File: config.mk
export PLATFORM = sky130hd
export DESIGN_NAME = utf16_to_utf8_encoder
export DESIGN_NICKNAME = d
export VERILOG_FILES = /design/src/rtl/core/u16u8_pkg.sv /design/src/rtl/core/utf16_to_utf8_encoder.sv /design/src/rtl/core/u16u8_in_stage.sv /design/src/rtl/core/u16u8_encode.sv /design/src/rtl/core/u16u8_emit.sv
export SDC_FILE = /design/constraint.sdc
export NUM_CORES = 1
export LEC_CHECK = 0
export ABC_AREA = 0
export BUFFER_PORTS_ARGS = -buffer_cell sky130_fd_sc_hd__buf_2
export CAP_MARGIN = 20
export CORE_ASPECT_RATIO = 1.5
export CORE_UTILIZATION = 59
export CTS_CLUSTER_SIZE = 40
export DETAILED_ROUTE_END_ITERATION = 8
export PLACE_DENSITY = 0.8
export RECOVER_POWER = 25
export SYNTH_ARGS = -nofsm -noshare
export SYNTH_HDL_FRONTEND = slang
export SYNTH_SLANG_ARGS = --single-unit
File: constraint.sdc
create_clock -name clk -period 3.3 [get_ports clk]
set_input_delay 0.33 -clock clk [delete_from_list [all_inputs] [get_ports clk]]
set_output_delay 0.33 -clock clk [all_outputs]
set_load 0.03 [all_outputs]
File: src/rtl/core/u16u8_pkg.sv
// Shared types and constants for the UTF-16 to UTF-8 encoder.
// No dependencies; imported by every module but the checker.
package u16u8_pkg;

  localparam int UnitW   = 16;
  localparam int ByteW   = 8;
  localparam int MaxBytes = 4;
  localparam int CountW  = 3;   // holds 0 .. MaxBytes
  localparam int HeldW   = 10;
  localparam int ScalarW = 21;

  localparam logic [UnitW-1:0]   SurLo    = 16'hD800;
  localparam logic [UnitW-1:0]   SurHi    = 16'hDFFF;
  localparam logic [UnitW-1:0]   LowSur   = 16'hDC00;
  localparam logic [UnitW-1:0]   TwoByte  = 16'h0080;
  localparam logic [UnitW-1:0]   ThreeByte = 16'h0800;
  localparam logic [ScalarW-1:0] PlaneOne = 21'h10000;

  localparam logic [ByteW-1:0] Lead4 = 8'hF0;
  localparam logic [ByteW-1:0] Lead3 = 8'hE0;
  localparam logic [ByteW-1:0] Lead2 = 8'hC0;
  localparam logic [ByteW-1:0] Cont  = 8'h80;
  localparam logic [ByteW-1:0] LoneSur = 8'h00;

  // One input item as held in the input register
  typedef struct packed {
    logic [UnitW-1:0] code_unit;
    logic             final_unit;
  } unit_t;

  // Encoded bytes of one item, byte 0 first on the wire
  typedef struct packed {
    logic [CountW-1:0]               count;
    logic [MaxBytes-1:0][ByteW-1:0]  bytes;
  } enc_t;

endpackage

File: src/rtl/core/utf16_to_utf8_encoder.sv
// Top level of the UTF-16 to UTF-8 encoder: input register, encoder, serialiser.
// Depends on u16u8_pkg, u16u8_in_stage, u16u8_encode and u16u8_emit.
//
//  channel | dir | tdata              | tlast       | handshake
//  in_     | in  | [15:0] code_unit   | final_unit  | in_tvalid/in_tready
//  out_    | out | [7:0]  out_byte    | run_end     | out_tvalid/out_tready
//
// An item yields 1 to 3 UTF-8 bytes, 4 for the second unit of a pair; a held
// surrogate yields none. The output serialiser sends one byte per cycle while
// out_tready is high. The first byte passes the input register and the result
// register before it is offered. Reset is synchronous and clears the pairing
// state and all valid flags. While the serialiser is busy the input register
// holds one item; unless that item yields no bytes, in_tready stays low until
// the last byte of the previous item leaves.
module utf16_to_utf8_encoder (
  input  logic        clk,
  input  logic        rst_n,
  input  logic        in_tvalid,
  output logic        in_tready,
  input  logic [15:0] in_tdata,    // [15:0] code_unit
  input  logic        in_tlast,    // final_unit
  output logic        out_tvalid,
  input  logic        out_tready,
  output logic [7:0]  out_tdata,   // [7:0] out_byte
  output logic        out_tlast    // run_end
);
  import u16u8_pkg::*;

  unit_t in_item, hold_item;
  enc_t  enc;
  logic  hold_valid, advance, load, free;

  assign in_item.code_unit  = in_tdata;
  assign in_item.final_unit = in_tlast;

  // Move the held item on when the serialiser can take its bytes
  assign advance = hold_valid && (free || (enc.count == '0));
  assign load    = advance && (enc.count != '0);

  u16u8_in_stage u_in (
    .clk        (clk),
    .rst_n      (rst_n),
    .in_tvalid  (in_tvalid),
    .in_tready  (in_tready),
    .in_item    (in_item),
    .advance    (advance),
    .hold_valid (hold_valid),
    .hold_item  (hold_item)
  );

  u16u8_encode u_enc (
    .clk     (clk),
    .rst_n   (rst_n),
    .item    (hold_item),
    .advance (advance),
    .enc     (enc)
  );

  u16u8_emit u_emit (
    .clk        (clk),
    .rst_n      (rst_n),
    .load       (load),
    .enc        (enc),
    .free       (free),
    .out_tvalid (out_tvalid),
    .out_tready (out_tready),
    .out_byte   (out_tdata),
    .out_last   (out_tlast)
  );

endmodule

File: src/rtl/core/u16u8_in_stage.sv
// Input register of the encoder: takes one code unit item per handshake.
// Depends on u16u8_pkg.
module u16u8_in_stage (
  input  logic             clk,
  input  logic             rst_n,
  input  logic             in_tvalid,
  output logic             in_tready,
  input  u16u8_pkg::unit_t in_item,
  input  logic             advance,
  output logic             hold_valid,
  output u16u8_pkg::unit_t hold_item
);
  import u16u8_pkg::*;

  logic  valid_r, valid_nxt;
  unit_t item_r;

  // Free when empty or when the held item moves on this cycle
  assign in_tready = !valid_r || advance;

  always_comb begin
    valid_nxt = valid_r;
    if (in_tready) begin
      valid_nxt = in_tvalid;
    end
  end

  // Control flag reset, payload loaded on acceptance
  always_ff @(posedge clk) begin
    if (!rst_n) begin
      valid_r <= 1'b0;
    end else begin
      valid_r <= valid_nxt;
    end
  end

  always_ff @(posedge clk) begin
    if (in_tready && in_tvalid) begin
      item_r <= in_item;
    end
  end

  assign hold_valid = valid_r;
  assign hold_item  = item_r;

endmodule

File: src/rtl/core/u16u8_encode.sv
// Byte encoder with surrogate pairing state for the UTF-16 to UTF-8 block.
// Depends on u16u8_pkg.
module u16u8_encode (
  input  logic             clk,
  input  logic             rst_n,
  input  u16u8_pkg::unit_t item,
  input  logic             advance,
  output u16u8_pkg::enc_t  enc
);
  import u16u8_pkg::*;

  logic             pending_r, pending_nxt;
  logic [HeldW-1:0] held_r, held_nxt;
  logic             first_low_r, first_low_nxt;

  logic [UnitW-1:0]   unit;
  logic               is_sur;
  logic [HeldW-1:0]   hi, lo;
  logic [ScalarW-1:0] ch;

  assign unit   = item.code_unit;
  assign is_sur = (unit >= SurLo) && (unit <= SurHi);

  // Order the pair halves by the kind of the held unit
  always_comb begin
    if (first_low_r) begin
      hi = unit[HeldW-1:0];
      lo = held_r;
    end else begin
      hi = held_r;
      lo = unit[HeldW-1:0];
    end
    ch = PlaneOne + {1'b0, hi, lo};
  end

  // Build the byte group and the next pairing state
  always_comb begin
    enc           = '0;
    pending_nxt   = pending_r;
    held_nxt      = held_r;
    first_low_nxt = first_low_r;
    if (pending_r) begin
      enc.count     = CountW'(4);
      enc.bytes[0]  = Lead4 | {5'b0, ch[20:18]};
      enc.bytes[1]  = Cont  | {2'b0, ch[17:12]};
      enc.bytes[2]  = Cont  | {2'b0, ch[11:6]};
      enc.bytes[3]  = Cont  | {2'b0, ch[5:0]};
      pending_nxt   = 1'b0;
      held_nxt      = '0;
      first_low_nxt = 1'b0;
    end else if (is_sur) begin
      if (item.final_unit) begin
        enc.count    = CountW'(1);
        enc.bytes[0] = LoneSur;
      end else begin
        pending_nxt   = 1'b1;
        held_nxt      = unit[HeldW-1:0];
        first_low_nxt = (unit >= LowSur);
      end
    end else if (unit >= ThreeByte) begin
      enc.count    = CountW'(3);
      enc.bytes[0] = Lead3 | {4'b0, unit[15:12]};
      enc.bytes[1] = Cont  | {2'b0, unit[11:6]};
      enc.bytes[2] = Cont  | {2'b0, unit[5:0]};
    end else if (unit >= TwoByte) begin
      enc.count    = CountW'(2);
      enc.bytes[0] = Lead2 | {3'b0, unit[10:6]};
      enc.bytes[1] = Cont  | {2'b0, unit[5:0]};
    end else begin
      enc.count    = CountW'(1);
      enc.bytes[0] = unit[ByteW-1:0];
    end
  end

  // Update pairing state only when the item is consumed
  always_ff @(posedge clk) begin
    if (!rst_n) begin
      pending_r   <= 1'b0;
      held_r      <= '0;
      first_low_r <= 1'b0;
    end else if (advance) begin
      pending_r   <= pending_nxt;
      held_r      <= held_nxt;
      first_low_r <= first_low_nxt;
    end
  end

endmodule

File: src/rtl/core/u16u8_emit.sv
// Result register and byte serialiser: sends each group byte by byte.
// Depends on u16u8_pkg.
module u16u8_emit (
  input  logic                        clk,
  input  logic                        rst_n,
  input  logic                        load,
  input  u16u8_pkg::enc_t             enc,
  output logic                        free,
  output logic                        out_tvalid,
  input  logic                        out_tready,
  output logic [u16u8_pkg::ByteW-1:0] out_byte,
  output logic                        out_last
);
  import u16u8_pkg::*;

  logic [CountW-1:0]              rem_r, rem_nxt;
  logic [MaxBytes-1:0][ByteW-1:0] data_r, data_nxt;

  assign out_tvalid = (rem_r != '0);
  assign out_last   = (rem_r == CountW'(1));
  assign out_byte   = data_r[0];

  // Ready for a new group when empty or the final byte leaves now
  assign free = (rem_r == '0) || (out_last && out_tready);

  // Load a new group or shift out the byte just taken
  always_comb begin
    rem_nxt  = rem_r;
    data_nxt = data_r;
    if (load) begin
      rem_nxt  = enc.count;
      data_nxt = enc.bytes;
    end else if (out_tvalid && out_tready) begin
      rem_nxt  = rem_r - CountW'(1);
      data_nxt = {{ByteW{1'b0}}, data_r[MaxBytes-1:1]};
    end
  end

  always_ff @(posedge clk) begin
    if (!rst_n) begin
      rem_r <= '0;
    end else begin
      rem_r <= rem_nxt;
    end
  end

  always_ff @(posedge clk) begin
    data_r <= data_nxt;
  end

endmodule

==> Word-level counts from Yosys, hierarchy flattened <==
Cells that the tools add are included.
{ "op_classes": {"n_addsub": 2, "n_eq_ne": 2, "magnitude_cmp": 5, "n_reduce_logical": 17, "muxes": 28} }
{ "ops": {"columns": ["operator", "count"], "rows": [
  ["$mux W32", 2],
  ["$mux W10", 5],
  ["$mux W8", 5],
  ["$ge A16 B16 Y1 const B", 2],
  ["$mux W16", 2],
  ["$mux W24", 1],
  ["$add A17 B20 Y21 const A", 1],
  ["$ge A16 B12 Y1 const B", 1],
  ["$ge A16 B8 Y1 const B", 1],
  ["$le A16 B16 Y1 const B", 1],
  ["$mux W3", 4],
  ["$mux W1", 7],
  ["$logic_and A1 B1 Y1", 6],
  ["$logic_not A3 Y1", 2],
  ["$reduce_bool A3 Y1", 2],
  ["$mux W2", 2],
  ["$reduce_bool A2 Y1", 2],
  ["$eq A3 B1 Y1 const B", 1],
  ["$logic_or A1 B1 Y1", 3],
  ["$reduce_and A3 Y1", 1],
  ["$sub A3 B1 Y3 const B", 1],
  ["$ne A2 B1 Y1 const B", 1],
  ["$logic_not A1 Y1", 1]
]} }
{ "totals": {"input_bits": 21, "ff_bits": 65} }

==> Longest topological paths before layout <==
Gate-level depths: netlist of the first run.
{ "logic_depth": {"word_depth": 10, "mapped_depth": 9, "ltp_nobuf": 7} }

==> Cells and area by module <==
From an unflattened synthesis of the first run, not the netlist that was laid out.
{ "unflattened": {"hier_cells": 290, "hier_area_um2": 3495.9} }
{ "by_module_without_submodules": {"columns": ["module", "seq_area_each_um2", "cells_each", "area_per_inst_um2", "n_inst"], "rows": [
  ["u16u8_emit", 1021.0, 105, 1621.6, 1],
  ["u16u8_encode", 240.2, 159, 1281.2, 1],
  ["u16u8_in_stage", 530.5, 22, 568.0, 1],
  ["utf16_to_utf8_encoder", 0.0, 4, 25.0, 1]
]} }

==> Least setup slack after synthesis of the first run <==
OpenSTA, ideal clock, no wires.
{ "synth_timing": {"path_type": "flip-flop to flip-flop", "from": "reg u_in.item_r, in the netlist u_in.hold_item[16]", "to": "reg u_in.item_r, in the netlist u_in.hold_item[0], enable pin", "t_arrival_ns": 2.385, "slack_ns": 0.523, "stages_incl_launch_ff": 7, "setup_ns": 0.393, "path_cell_list": "edfxtp_1 -> or4_1 -> buf_2 -> o31ai_4 -> nand3_1 -> o211a_1 -> nor2b_1"} }
{ "synth_via": {"elab_chain_len": 10, "elab_cells_between_ends": 14} }
{ "synth_rtl": {"columns": ["element", "line_no", "source"], "rows": [
  ["from (decl)", "u16u8_in_stage.sv:16", "unit_t item_r;"],
  ["from (signal assigned)", "u16u8_in_stage.sv:39", "item_r <= in_item;"],
  ["$ge A16 B8 Y1", "u16u8_encode.sv:65", "end else if (unit >= TwoByte) begin"],
  ["$mux W2", "u16u8_encode.sv:65", null],
  ["$mux W2", "u16u8_encode.sv:60", "end else if (unit >= ThreeByte) begin"],
  ["$mux W3 *", "u16u8_encode.sv:51", "end else if (is_sur) begin"],
  ["$mux W3 *", "u16u8_encode.sv:42", "if (pending_r) begin"],
  ["$logic_not A3 Y1 *", "utf16_to_utf8_encoder.sv:37", "assign advance = hold_valid && (free || (enc.count == '0));"],
  ["$logic_or A1 B1 Y1 *", "utf16_to_utf8_encoder.sv:37", null],
  ["$logic_and A1 B1 Y1 *", "utf16_to_utf8_encoder.sv:37", null],
  ["$logic_or A1 B1 Y1 *", "u16u8_in_stage.sv:19", "assign in_tready = !valid_r || advance;"],
  ["$logic_and A1 B1 Y1 *", "u16u8_in_stage.sv:38", "if (in_tready && in_tvalid) begin"]
]} }
Every way passes the cells marked *; elsewhere a longest branch is shown, timed or not.
A chain may end at the register's enable or synchronous reset.

==> Worst setup path after layout of the first run <==
{ "layout_timing": {"from": "reg u_in.item_r, in the netlist u_in.hold_item[16]", "to": "out in_tready"} }
{ "layout_via": {"elab_chain_len": 9, "elab_cells_between_ends": 13} }
{ "layout_rtl": {"columns": ["element", "line_no", "source"], "rows": [
  ["$ge A16 B8 Y1", "u16u8_encode.sv:65", null],
  ["$mux W2", "u16u8_encode.sv:65", null],
  ["$mux W2", "u16u8_encode.sv:60", null],
  ["$mux W3 *", "u16u8_encode.sv:51", null],
  ["$mux W3 *", "u16u8_encode.sv:42", null],
  ["$logic_not A3 Y1 *", "utf16_to_utf8_encoder.sv:37", null],
  ["$logic_or A1 B1 Y1 *", "utf16_to_utf8_encoder.sv:37", null],
  ["$logic_and A1 B1 Y1 *", "utf16_to_utf8_encoder.sv:37", null],
  ["$logic_or A1 B1 Y1 *", "u16u8_in_stage.sv:19", null],
  ["to (decl)", "utf16_to_utf8_encoder.sv:19", "output logic in_tready,"]
]} }
Marked as above.

==> results of run 1 <==
-- per-stage QoR --
stage | hold slack, ps | std cells | setup WS, ps
global placement | 460 | 397 | 930
finish | 161 | 413 | 632
detailed placement | 468 | 397 | 881
CTS | 147 | 413 | 628
floorplan | 429 | 321 | 523
global route | 143 | 413 | 493
-- state kept, by name, summed over array words and instances (netlist names) --
name and flops:
u_emit.data_r 21, u_in.hold_item 17, u_enc.held_r 10, u_emit.out_byte 8, u_emit.rem_r 3, u_enc.first_low_r 1
u_enc.pending_r 1, u_in.hold_valid 1
-- final cells by class --
cell class,instances,share of cell area
timing repair buffer,37,0.0547
multi-input combinational,223,0.376
tap,68,0.0245
clock inverter,5,0.00720
clock buffer,11,0.0407
sequential,62,0.489
inverter,7,0.00756
-- worst register-to-register path, stage by stage, from the launching register on --
cell      delay, ps
edfxtp_1        420
or4_1           720
o31ai_4         290
nand3_1         140
o211a_1         200
nor2b_1         120
buf_4           240
-- per-layer routing --
metal / vias up / share of wire
met5: - / 0
met4: 0 / 0.024
met3: 12 / 0.049
met2: 81 / 0.51
met1: 1120 / 0.42
li1: 1188 / -
-- worst min path at each step --
| stage | start | to | slack, ps | cells after the start |
|---|---|---|---|---|
| after floorplan | in_tlast | u_in.hold_item[0] | 430 | 0 |
| after global placement | u_enc.held_r[6] | u_enc.held_r[6] | 460 | 2 |
| after detailed placement | u_enc.held_r[5] | u_enc.held_r[5] | 470 | 2 |
| after CTS | in_tdata[4] | u_in.hold_item[5] | 150 | 1 |
| after global routing | in_tdata[7] | u_in.hold_item[8] | 140 | 1 |
| final | in_tdata[4] | u_in.hold_item[5] | 160 | 1 |
-- layout by cell type (no fill, tap or decap), drive strengths merged, types with 2 or more instances in the layout --
cell	instances
edfxtp	46
nor2	40
a21oi	35
nand2	32
buf	29
o21ai	27
mux2i	19
clkbuf	19
dfxtp	16
nand3	15
inv	6
a31oi	5
clkinv	5
and2	4
nor3	4
nor2b	4
ha	4
a21o	3
o211ai	3
nand4	3
nand2b	2
or4	2
or2	2
a31o	2
xor2	2
o31ai	2
-- power breakdown --
part	leakage, nW	internal, W	switching [W]	total [W]
clock network	0.0842	0.000285	0.000274	0.000559
logic	0.572	0.000239	0.000505	0.000744
registers	0.575	0.00115	0.000114	0.00126
-- cell families (layout without fill, tap and decap cells) --
group	count (synthesis)	in the layout	synth area share
compound gates	85	85	0.162
xor+xnor	3	3	0.00826
fa+ha+maj	4	4	0.0157
buf+inv	36	60	0.0546
flops	62	62	0.535
mux	20	20	0.0633
simple gates	111	111	0.161
-- cells in the mapped netlist (3+ instances only) --
library cell,number
a21o_1,3
a21oi_1,35
clkbuf_1,12
o21ai_1,12
mux2i_1,19
nor3_1,4
and2_1,4
buf_2,7
edfxtp_1,46
nand2_1,32
dfxtp_1,16
nand3_1,15
buf_4,8
o21ai_0,15
a31oi_1,4
nor2_1,39
nand4_1,3
nor2b_1,4
inv_1,6
o211ai_1,3
ha_1,4
==> flow_summary.ini, run 1 <==
[global_route]
track_usage = 0.259
grt_max_degree = 38
grt_use_met3 = 0.0804
grt_pass1_vias = 2236
met1_usage = 0.339
busiest_layer = met2
grt_overflow_total = 0
grtUsageMet2 = 0.381
grt_first_pass_wirelength_um = 10500
antenna_found_initial = 0

[drt]
antenna_violating_nets_post_route = 0
drtIter0Drc = 140
drc = 0
route.vias.total = 2401
drtPass1Iterations = 4
wl_um = 6520
via_per_inst = 5.81
wl_per_cell_um = 15.8

[sta]
setup_tns_ps = 0
timing.final.crit_share = 0.808
maxSlewViolCount = 0
rsz0062_at_grt = no
relSlewSlack = 0.521
fin_skew_ps = 6.24
tightest_slew_ps = 713
final-setup-viol-count = 0
finalCriticalPeriod_ps = 2670
fmax_ghz = 0.375
timing_hold_violations_final = 0

[power_and_ir_drop]
power_density_nw_per_um2 = 738
leakagePower_nw = 1.23
total_power_w = 0.00257
peakVddDrop_mv = 0.371

[worst_setup_path]
crit_cells = 6
crit_type = reg -> out
critPathLaunchType = register
rrSetupSlack_ps = 870
reg2reg_from = u_in.hold_item[16]
crit_path_end_kind = output pin
worst_path_dominant_cell_family = simple AND/OR/NAND/NOR gates
worstReg2RegEnd = u_in.hold_item[6]
rr_worst_depth = 6
path_max_fanout = 9
crit_buf_inv = 2
cp-endpoint = in_tready
path_cells = or4_1 > o31ai_4 > nand3_1 > o211a_1 > inv_1 > buf_2
cp-startpoint = u_in.hold_item[16]
slowest_stage = or4_1
max_stage_delay_ps = 720
arrival_ps = 2340
crit_required_ps = 2970

[synthesis]
yosysTopAreaCell = edfxtp_1
synthDistinctLibCells = 45
ys_seq_elements = 62
netlist_top_cells_area = edfxtp_1 43%, dfxtp_1 10%, mux2i_1 6.0%
yosysWarnings = 0
yosysSeqAreaShare = 0.535
post-synth-top-area-fraction = 0.434
avgSynthCellArea_um2 = 9.92
synth_edf_count = 46
synth-main-ff-cell = edfxtp_1
synthArstFlopShare = 0
synth_area_um2 = 3180
syn_inst = 321
syn-num-nets = 346

[layout]
design_area_um2 = 3480
fin_util = 0.673
synthToLayoutAreaGrowth_pct = 9.24
drive_gt1_frac = 0.148
final_nets = 365
fill_cells = 426
n_antenna_cell = 0
multi_input_area_um2 = 1310
seq_area_um2 = 1700

[floorplanning]
die-height_um = 92.0
dieArea_um2 = 5700
ios = 32
start_util = 0.616
core_area_um2 = 5160
chipWidth_um = 62.0
rows = 32

[cts]
clk_pin_slew_ps = 60
cts_tree = built
clk_path_buf_depth = 2
ctsResizeCount = 0
cts_sinks = 62
numCtsBuffers = 9
worstSkewPairLatency_ps = 340
root_buffer = clkbuf_8
cts_hold_buffers = 0
htree_num_levels = 3
cts_setup_buffers = 0

[placed_design]
portBuffers = 31
hpwl_um = 4670
placed_area_um2 = 3320
gp_congestion = 0.874

[run_status]
status = completed

[job]
maxCapViolations = 0

[worst_hold_path]
hold_class = in -> reg
Note: power is estimated with default switching activity, not from simulation.
==> inputs of run 2 (changes only) <==
Settings changed: ABC_AREA 0 to 1.
Clock period 3.3 ns to 2.8 ns, I/O delays scaled along.
==> flow_summary.ini, run 2 <==
[floorplanning]
start_util = 0.617
ios = 32
die-height_um = 92.3
core_area_um2 = 5200
dieArea_um2 = 5750
rows = 32
chipWidth_um = 62.2

[worst_setup_path]
worst_path_dominant_cell_family = simple AND/OR/NAND/NOR gates
critPathLaunchType = register
crit_required_ps = 3040
max_stage_delay_ps = 590
rr_worst_depth = 8
crit_cells = 8
crit_buf_inv = 3
slowest_stage = dfxtp_1
path_cells = inv_1 > nand4_4 > nand3_4 > nand2_1 > buf_4 > nand3_1 > nand2_1 > inv_1
path_max_fanout = 30
arrival_ps = 2610
crit_path_end_kind = register
crit_type = reg -> reg

[sta]
setup_tns_ps = 0
fmax_ghz = 0.422
maxSlewViolCount = 0
fin_skew_ps = 9.51
tightest_slew_ps = 680
finalWorstSetupSlack_ps = 432
relSlewSlack = 0.545
holdWs_ps = 111
timing.final.crit_share = 0.846
final-setup-viol-count = 0
finalCriticalPeriod_ps = 2370
timing_hold_violations_final = 0
rsz0062_at_grt = no

[synthesis]
synthDistinctLibCells = 30
ys_top_cells_by_count = 128 x nand2_1, 46 x edfxtp_1, 31 x inv_1, 28 x a21oi_1
post-synth-top-area-fraction = 0.430
yosysWarnings = 0
synthArstFlopShare = 0
yosysSeqAreaShare = 0.530
ys_seq_elements = 62
syn-num-nets = 403
syn_inst = 378
synth_area_um2 = 3210
synth.most_common_cell = nand2_1
netlist_top_cells_area = edfxtp_1 43%, nand2_1 15%, dfxtp_1 10%
synth-main-ff-cell = edfxtp_1
synth_edf_count = 46
yosysTopAreaCell = edfxtp_1
avgSynthCellArea_um2 = 8.49

[placed_design]
hpwl_um = 5060
gp_congestion = 0.931
portBuffers = 31
dp_cells = 457
pre_cts_ws_ps = 640

[power_and_ir_drop]
p_sw_w = 0.00110
p_int_w = 0.00213
power_frac_comb = 0.282
pwr-share-seq = 0.468
peakVddDrop_mv = 0.546
switching_share = 0.341
power_density_nw_per_um2 = 919
leakagePower_nw = 1.46
p_clk_frac = 0.250

[run_status]
status = completed

[drt]
drtPass1Iterations = 4
via_per_inst = 5.47
antenna_violating_nets_post_route = 0
route.vias.total = 2587
drc = 0
wl_per_cell_um = 14.5
drtIter0Drc = 235
wl_um = 6850

[layout]
n_antenna_cell = 0
synthToLayoutAreaGrowth_pct = 9.39
final_common_cell = nand2_1
drive_gt1_frac = 0.123
final_cell_mix = 128 x nand2_1, 46 x edfxtp_1, 32 x inv_1, 28 x a21oi_1
fill_cells = 460
final_nets = 425
top_register = u_emit.data_r
layoutNonFillerInstCount = 473
largest_reg_flops = 21

[cts]
clk_pin_slew_ps = 70
clk_path_buf_depth = 2
root_buffer = clkbuf_8
cts_hold_buffers = 0
worstSkewPairLatency_ps = 340
ctsResizeCount = 0
cts_setup_buffers = 0
numCtsBuffers = 9
cts_sinks = 62
htree_num_levels = 3
cts_tree = built

[worst_hold_path]
hold_class = in -> reg
holdPathStages = 1

[global_route]
grt_max_degree = 31
grt_first_pass_wirelength_um = 11500
antenna_found_initial = 0
grt_pass1_vias = 2480
track_usage = 0.265
grt_overflow_total = 0

[job]
maxCapViolations = 0
run 2: changes by cell type after synthesis, sizes merged, moves of 4 or more:
| cell | delta |
|---|---|
| a21oi | -6 |
| inv | +30 |
| nand3 | +7 |
| nor2b | -4 |
| mux2i | -19 |
| and2 | -4 |
| nor3 | -4 |
| nor2 | -16 |
| a211oi | +6 |
| a31oi | -5 |
| clkbuf | -6 |
| nand2 | +99 |
run 2: area by class of cell:
cell class | instances | area (um^2) | share of cell area
Sequential cell | 62 | 1700 | 0.485
Clock inverter | 6 | 76.3 | 0.0217
Tap cell | 68 | 85.1 | 0.0242
Clock buffer | 10 | 128 | 0.0363
Multi-Input combinational cell | 258 | 1230 | 0.350
Inverter | 36 | 135 | 0.0385
Timing Repair Buffer | 33 | 158 | 0.0449
run 2: path summary, 6_finish.rpt:
check | from | end | slack [ps]
setup reg to reg | u_enc.pending_r | u_emit.rem_r[0] | 430
hold / removal | in_tdata[1] | u_in.hold_item[2] | 110
setup / recovery | u_enc.pending_r | u_emit.rem_r[0] | 430
hold reg to reg | u_enc.held_r[4] | u_enc.held_r[4] | 470
run 2: power by group through the flow:
stage	Clock, W	Sequential, W	Combinational [W]
2_1_floorplan	0	0.00148	0.000819
3_3_place_gp	0	0.00152	0.000912
3_5_place_dp	0	0.00152	0.000930
4_1_cts	0.000823	0.00151	0.000938
5_1_grt	0.000860	0.00154	0.00103
6_report	0.000808	0.00151	0.000911
run 2: per-stage QoR:
stage	util	instance area [um^2]	total power (W)
after floorplan	-	3210	0.00230
after global placement	0.639	3330	0.00243
after detailed placement	0.639	3330	0.00245
after CTS	0.678	3530	0.00327
after global routing	0.675	3510	0.00343
final	0.675	3510	0.00323
run 2: cell families after synthesis:
family          share of synthesized area
xor+xnor                          0.00273
simple gates                        0.247
compound gates                      0.120
fa+ha+maj                          0.0156
flops                               0.530
buf+inv                            0.0853
run 2: per-layer routing:
layer / GRT usage / part of all wire / up-vias
met2: 0.451 / 0.49 / 86
met3: 0.0653 / 0.050 / 22
met4: 0.141 / 0.042 / 0
met1: 0.306 / 0.42 / 1191
met5: 0 / 0 / -
li1: - / - / 1288
